**config.mk**
```make
export PLATFORM = sky130hd
export DESIGN_NAME = ddwt_ctrl
export DESIGN_NICKNAME = d
export VERILOG_FILES = /design/src/rtl/core/ddwt_pkg.sv /design/src/rtl/core/ddwt_ctrl.sv
export SDC_FILE = /design/constraint.sdc
export NUM_CORES = 1
export LEC_CHECK = 0
export ABC_AREA = 1
export BUFFER_PORTS_ARGS = -buffer_cell sky130_fd_sc_hd__buf_2
export CAP_MARGIN = 20
export CELL_PAD_IN_SITES_DETAIL_PLACEMENT = 2
export CELL_PAD_IN_SITES_GLOBAL_PLACEMENT = 2
export CORE_MARGIN = 10
export CORE_UTILIZATION = 25
export CTS_CLUSTER_DIAMETER = 50
export DETAILED_ROUTE_END_ITERATION = 7
export HOLD_SLACK_MARGIN = 0.03
export PLACE_DENSITY_LB_ADDON = 0.1
export SKIP_CTS_REPAIR_TIMING = 1
export SLEW_MARGIN = 20
export SYNTH_ARGS = -nofsm -noshare
export SYNTH_HDL_FRONTEND = slang
export SYNTH_SLANG_ARGS = --single-unit
```
**constraint.sdc**
```tcl
create_clock -name clk -period 3.1 [get_ports clk]
set_input_delay 0.31 -clock clk [delete_from_list [all_inputs] [get_ports clk]]
set_output_delay 0.31 -clock clk [all_outputs]
set_load 0.005 [all_outputs]
```
**src/rtl/core/ddwt_pkg.sv**
```systemverilog
// Package for the differential-drive wheel trajectory block.
// Holds fixed-point constants, the controller state type and command/status structs.
// No dependencies.
package ddwt_pkg;

  localparam int FRAC_BITS = 16;
  localparam int OFFSET_SHIFT = 15;

  typedef enum logic [4:0] {
    ST_IDLE,
    ST_OFF_SIN,
    ST_OFF_COS,
    ST_POS,
    ST_DSQ_LX,
    ST_DSQ_LY,
    ST_DSQ_RX,
    ST_DSQ_RY,
    ST_SQRT_L,
    ST_SQRT_R,
    ST_DIV_LV,
    ST_DIV_RV,
    ST_DIV_LA,
    ST_DIV_RA,
    ST_DIV_LJ,
    ST_DIV_RJ,
    ST_COMMIT,
    ST_OUT
  } state_t;

  typedef struct packed {
    state_t op;
    logic   start;
  } cmd_t;

  typedef struct packed {
    logic busy;
  } status_t;

endpackage

```
**src/rtl/core/ddwt_ctrl.sv**
```systemverilog
// Controller state machine for the wheel trajectory block.
// Sequences the datapath steps; depends on ddwt_pkg.
module ddwt_ctrl (
  input  logic              clk,
  input  logic              rst,
  input  logic              in_fire,
  input  logic              first,
  input  logic              out_fire,
  input  ddwt_pkg::status_t status,
  output ddwt_pkg::cmd_t    cmd,
  output logic              in_ready,
  output logic              out_valid
);

  ddwt_pkg::state_t state;
  ddwt_pkg::state_t state_next;
  logic             waiting;
  logic             waiting_next;

  always_ff @(posedge clk) begin
    if (rst) begin
      state <= ddwt_pkg::ST_IDLE;
      waiting <= 1'b0;
    end else begin
      state <= state_next;
      waiting <= waiting_next;
    end
  end

  always_comb begin
    state_next = state;
    waiting_next = 1'b0;
    cmd.op = state;
    cmd.start = 1'b0;
    in_ready = 1'b0;
    out_valid = 1'b0;
    case (state)
      ddwt_pkg::ST_IDLE: begin
        in_ready = 1'b1;
        if (in_fire) begin
          state_next = ddwt_pkg::ST_OFF_SIN;
        end
      end
      ddwt_pkg::ST_OFF_SIN: state_next = ddwt_pkg::ST_OFF_COS;
      ddwt_pkg::ST_OFF_COS: state_next = ddwt_pkg::ST_POS;
      ddwt_pkg::ST_POS: state_next = first ? ddwt_pkg::ST_COMMIT : ddwt_pkg::ST_DSQ_LX;
      ddwt_pkg::ST_DSQ_LX: state_next = ddwt_pkg::ST_DSQ_LY;
      ddwt_pkg::ST_DSQ_LY: state_next = ddwt_pkg::ST_DSQ_RX;
      ddwt_pkg::ST_DSQ_RX: state_next = ddwt_pkg::ST_DSQ_RY;
      ddwt_pkg::ST_DSQ_RY: state_next = ddwt_pkg::ST_SQRT_L;
      ddwt_pkg::ST_SQRT_L, ddwt_pkg::ST_SQRT_R, ddwt_pkg::ST_DIV_LV, ddwt_pkg::ST_DIV_RV,
      ddwt_pkg::ST_DIV_LA, ddwt_pkg::ST_DIV_RA, ddwt_pkg::ST_DIV_LJ,
      ddwt_pkg::ST_DIV_RJ: begin
        cmd.start = !waiting;
        waiting_next = 1'b1;
        if (waiting && !status.busy) begin
          waiting_next = 1'b0;
          state_next = (state == ddwt_pkg::ST_DIV_RJ) ? ddwt_pkg::ST_COMMIT
                                                       : ddwt_pkg::state_t'(state + 5'd1);
        end
      end
      ddwt_pkg::ST_COMMIT: state_next = ddwt_pkg::ST_OUT;
      ddwt_pkg::ST_OUT: begin
        out_valid = 1'b1;
        if (out_fire) begin
          state_next = ddwt_pkg::ST_IDLE;
        end
      end
      default: state_next = ddwt_pkg::ST_IDLE;
    endcase
  end

  a_ready_idle: assert property (@(posedge clk) disable iff (rst)
    in_ready |-> state == ddwt_pkg::ST_IDLE) else $error("ready outside idle");
  a_no_overlap: assert property (@(posedge clk) disable iff (rst)
    !(in_ready && out_valid)) else $error("ready and valid together");
  a_start_pulse: assert property (@(posedge clk) disable iff (rst)
    cmd.start |=> !cmd.start) else $error("start held");
  a_out_after_commit: assert property (@(posedge clk) disable iff (rst)
    $rose(out_valid) |-> $past(state) == ddwt_pkg::ST_COMMIT) else $error("bad out entry");

endmodule

```
Word level (Yosys, flattened, before mapping)
Index checks and enable logic that the tools add are counted.

Logic and storage cells: 41. Bits in registers: 6. Bits of input ports: 6. Output and inout port bits: 8.

Mux-type cells: 10. Bitwise operators: 1. Equality and inequality tests: 20. Reductions and logical operators: 7. Add/subtract/negate cells: 1.

Operators with widths (count): 5-bit case mux with 11 select lines (1); 5-bit by 4-bit == test with 1-bit output, second input constant (8); 5-bit two-way mux (5); 5-bit by 3-bit == test with 1-bit output, second input constant (4); 5-bit by 2-bit == test with 1-bit output, second input constant (2); 5-bit == test, second input constant (2); 8-bit OR reduction (1); 2-bit inequality test, second input constant (3); 5-bit by 1-bit adder with 5-bit output, second input constant (1); 5-bit by 1-bit == test with 1-bit output, second input constant (1); 5-bit zero test (1); 1-bit two-way mux (4); 3-bit AND reduction (1); 1-bit zero test (2); 2-bit OR reduction (1); 1-bit logical AND (1); 1-bit NOT (1).

Longest topological paths before layout
Word-level depth: 4. Gate-level depth with buffers: 11. Mapped depth without buffers: 11.

Worst setup path before layout
No wires, ideal clock.

Path kind: reg-to-output. Start: reg state[0]. End: out cmd[0] (netlist name). Slack: 1.366 ns. Required time: 2.790 ns. Data arrival time: 1.424 ns. Stages on the path, launching flop included: 9. Buffers on the path: 0. Cell sequence: dfxtp_1 ha_1 inv_1 nor3_1 ha_1 inv_1 o21ai_4 nand2_2 nor2_1.

RTL lines: start, declared (line ddwt_ctrl.sv:15) `ddwt_pkg::state_t state;`; start signal, assigned (line ddwt_ctrl.sv:22) `state <= ddwt_pkg::ST_IDLE;`; start signal, assigned (line ddwt_ctrl.sv:25) `state <= state_next;`; end, declared (line ddwt_ctrl.sv:10) `output ddwt_pkg::cmd_t cmd,`.

==> metrics.md <==
| Metric | Value |
|---|---|
| Root Buffer Master | `clkbuf_4` |
| Pins Over Slew Limit | `0` |
| Top Ports | `14` |
| Max Root-Sink Buffers | `2` |
| Final ANT Viol Nets | `0` |
| Cell family with most CP delay | `adder cells` |
| Finish-stage setup viols | `0` |
| PwrDens | `667 nW/um^2` |
| Hold Crit Class | `in2reg` |
| Register area | `120 um^2` |
| Core ar. | `2250 um^2` |
| Critical Path RT | `2.79 ns` |
| Post-synthesis xor/xnor area fraction | `0` |
| Outcome | `finished, final reports clean` |
| Routed wire length | `2140 um` |
| Fin crit share | `0.743` |
| CTS tree | `yes` |
| Dpl cells | `136` |
| Post-route cell area | `721 um^2` |
| Mux cell area share after synthesis | `0` |
| Final #Nets | `124` |
| Final hold vios | `0` |
| Seq/Total Area, Yosys | `0.201` |
| Largest family of logic cells by synthesized area | `simple AND/OR/NAND/NOR gates` |
| Post-Synth Simple-Gate Area | `0.481` |
| Worst setup EP type | `output pin` |
| Synth Warn # | `0` |
| Via Count | `673` |
| CTS clock-pin slew for the worst setup and hold paths | `0.05 ns` |
| Minimum clock period | `2.30 ns` |
| Crit path max-delay cell type | `dfxtp_1` |
| Fin Setup TNS | `0 ns` |
| Worst rel slew slack | `0.760` |
| DRC viols | `0` |
| Die Height | `68.9 um` |
| Share of cells above drive strength 1 | `0.252` |
| FILL cells | `305` |
| CTS Sinks | `6` |
| Synthesized area per cell | `6.30 um^2` |
| Yosys cell types | `20` |
| Max Cap Violations | `0` |
| Global Route Usage Sum | `0.101` |
| Peak supply drop | `0.256 mV` |
| Die W | `68.9 um` |
| Wire per inst | `15.4 um` |
| Max Clk Rate | `434 MHz` |
| Inserted Diodes | `0` |
| Placed cell area | `698 um^2` |
| Syn Inst Count | `95` |
| Initial antenna violation count | `0` |
| Gpl congestion | `0.786` |
| Leak | `0.335 nW` |
| Worst path max stage delay | `0.44 ns` |
| First-pass GRT wire length | `3620 um` |
| # rows | `17` |
| Largest net degree at the start of global routing | `9` |
| Non-Filler Instances | `139` |
| Syn nets | `106` |
| Syn Std Cell Area | `598 um^2` |
| Startpoint Class | `register` |
| Adder-Cell Fraction of Synth Area | `0.105` |
| Final clock skew | `0.00306 ns` |
| # port buffers | `13` |
| Die ar. | `4750 um^2` |
| Vias in the first global route | `727` |
| Arr. time, crit path | `1.99 ns` |
| GRT Residual Overflow | `0` |
| TritonCTS Buffers | `3` |
| CP Cell Sequence | `ha_1 > inv_1 > nor3_1 > ha_1 > inv_1 > o21ai_4 > nand2_2 > nor2_1 > buf_2` |
| H-tree Lvls | `1` |
| Drt via density | `4.84` |
| Clk Latency, worst-skew pair | `0.26 ns` |
| DR pass1 iterations | `4` |
| Multi-input gate area in the final layout | `422 um^2` |
| Least-Margin Pin Slew | `0.359 ns` |
| DRT iter0 DRCs | `12` |
| Post-DP HPWL | `1810 um` |
| Worst-path maximum fanout | `7` |
| FF+latch count, synth | `6` |
| Area Growth Syn to Fin | `20.5%` |
| Hold WS | `0.293 ns` |
| Unrepaired setup endpoints after global routing | `false` |
| Worst Path Buf+Inv | `3` |
| CP Class | `reg2out` |
| Compound-Gate Fraction of Synth Area | `0.119` |
| Initial Utilization | `0.265` |
-- per-layer routing --
layer | share of wire | vias to the layer above | track usage
li1 | - | 335 | -
met1 | 0.45 | 319 | 0.122
met2 | 0.48 | 16 | 0.167
met3 | 0.061 | 3 | 0.0290
met4 | 0.0089 | 0 | 0.0369
met5 | 0 | - | 0
-- report_power, final --
part	internal, W	switching [W]
combinational	0.000104	0.000185
sequential	0.0000902	0.0000232
clock	0.0000442	0.0000341
-- final cells by class --
cell class              instances  area share
flip-flops and latches          6       0.167
multi-input cells              74       0.585
inverters                      15      0.0781
clock buffers                   3      0.0313
well taps                      28      0.0486
repair buffers                 13      0.0903
-- path summary, 6_finish.rpt --
| check | from | endpoint | slack (ns) | depth (start not counted) |
|---|---|---|---|---|
| worst max-delay path | state[0] | cmd[0] | 0.80 | 9 |
| worst min-delay path | rst | state[0] | 0.29 | 2 |
| worst max register to register | state[0] | state[1] | 1.14 | 11 |
| worst min register to register | state[0] | state[0] | 0.56 | 2 |
-- cell families (layout without fill, tap and decap cells) --
family | after synthesis | in the layout
AND/OR/NAND/NOR | 58 | 58
buffers and inverters | 15 | 31
AO/OA/AOI/OAI | 11 | 11
flip-flops | 6 | 6
adder cells (fa/ha/maj) | 5 | 5
-- per-stage QoR --
stage | worst slack, ns | util | total power (W)
2_1_floorplan | 1.37 | - | 0.000315
3_3_place_gp | 1.21 | 0.310 | 0.000402
3_5_place_dp | 1.05 | 0.310 | 0.000410
4_1_cts | 0.769 | 0.320 | 0.000493
5_1_grt | 0.543 | 0.320 | 0.000537
6_report | 0.798 | 0.320 | 0.000481
-- cell usage after synthesis (all sizes together) --
| cell | instances | area [um^2] |
|---|---|---|
| nand2 | 29 | 121 |
| nand3b | 3 | 22.5 |
| inv | 14 | 52.6 |
| clkinv | 1 | 3.75 |
| dfxtp | 6 | 120 |
| nand4 | 3 | 18.8 |
| o21ai | 3 | 26.3 |
| a21oi | 6 | 30.0 |
| o211ai | 1 | 7.51 |
| nor3 | 2 | 10.0 |
| nand3 | 7 | 60.1 |
| nor2 | 14 | 55.1 |
| o21bai | 1 | 7.51 |
| ha | 5 | 62.6 |
-- cell usage in the layout (no fill, tap or decap), types with 5 or more instances in the layout --
cell / netlist / layout
nand2_1: 26 / 26
nor2_1: 13 / 13
buf_2: 0 / 13
inv_1: 9 / 9
a21oi_1: 6 / 6
dfxtp_1: 6 / 6
inv_2: 5 / 5
nand3_1: 5 / 5
ha_1: 5 / 5
-- registers in the layout, indices dropped and copies added (netlist names) --
register / flops
waiting: 1
state: 5
(Power assumes the default switching activity.)
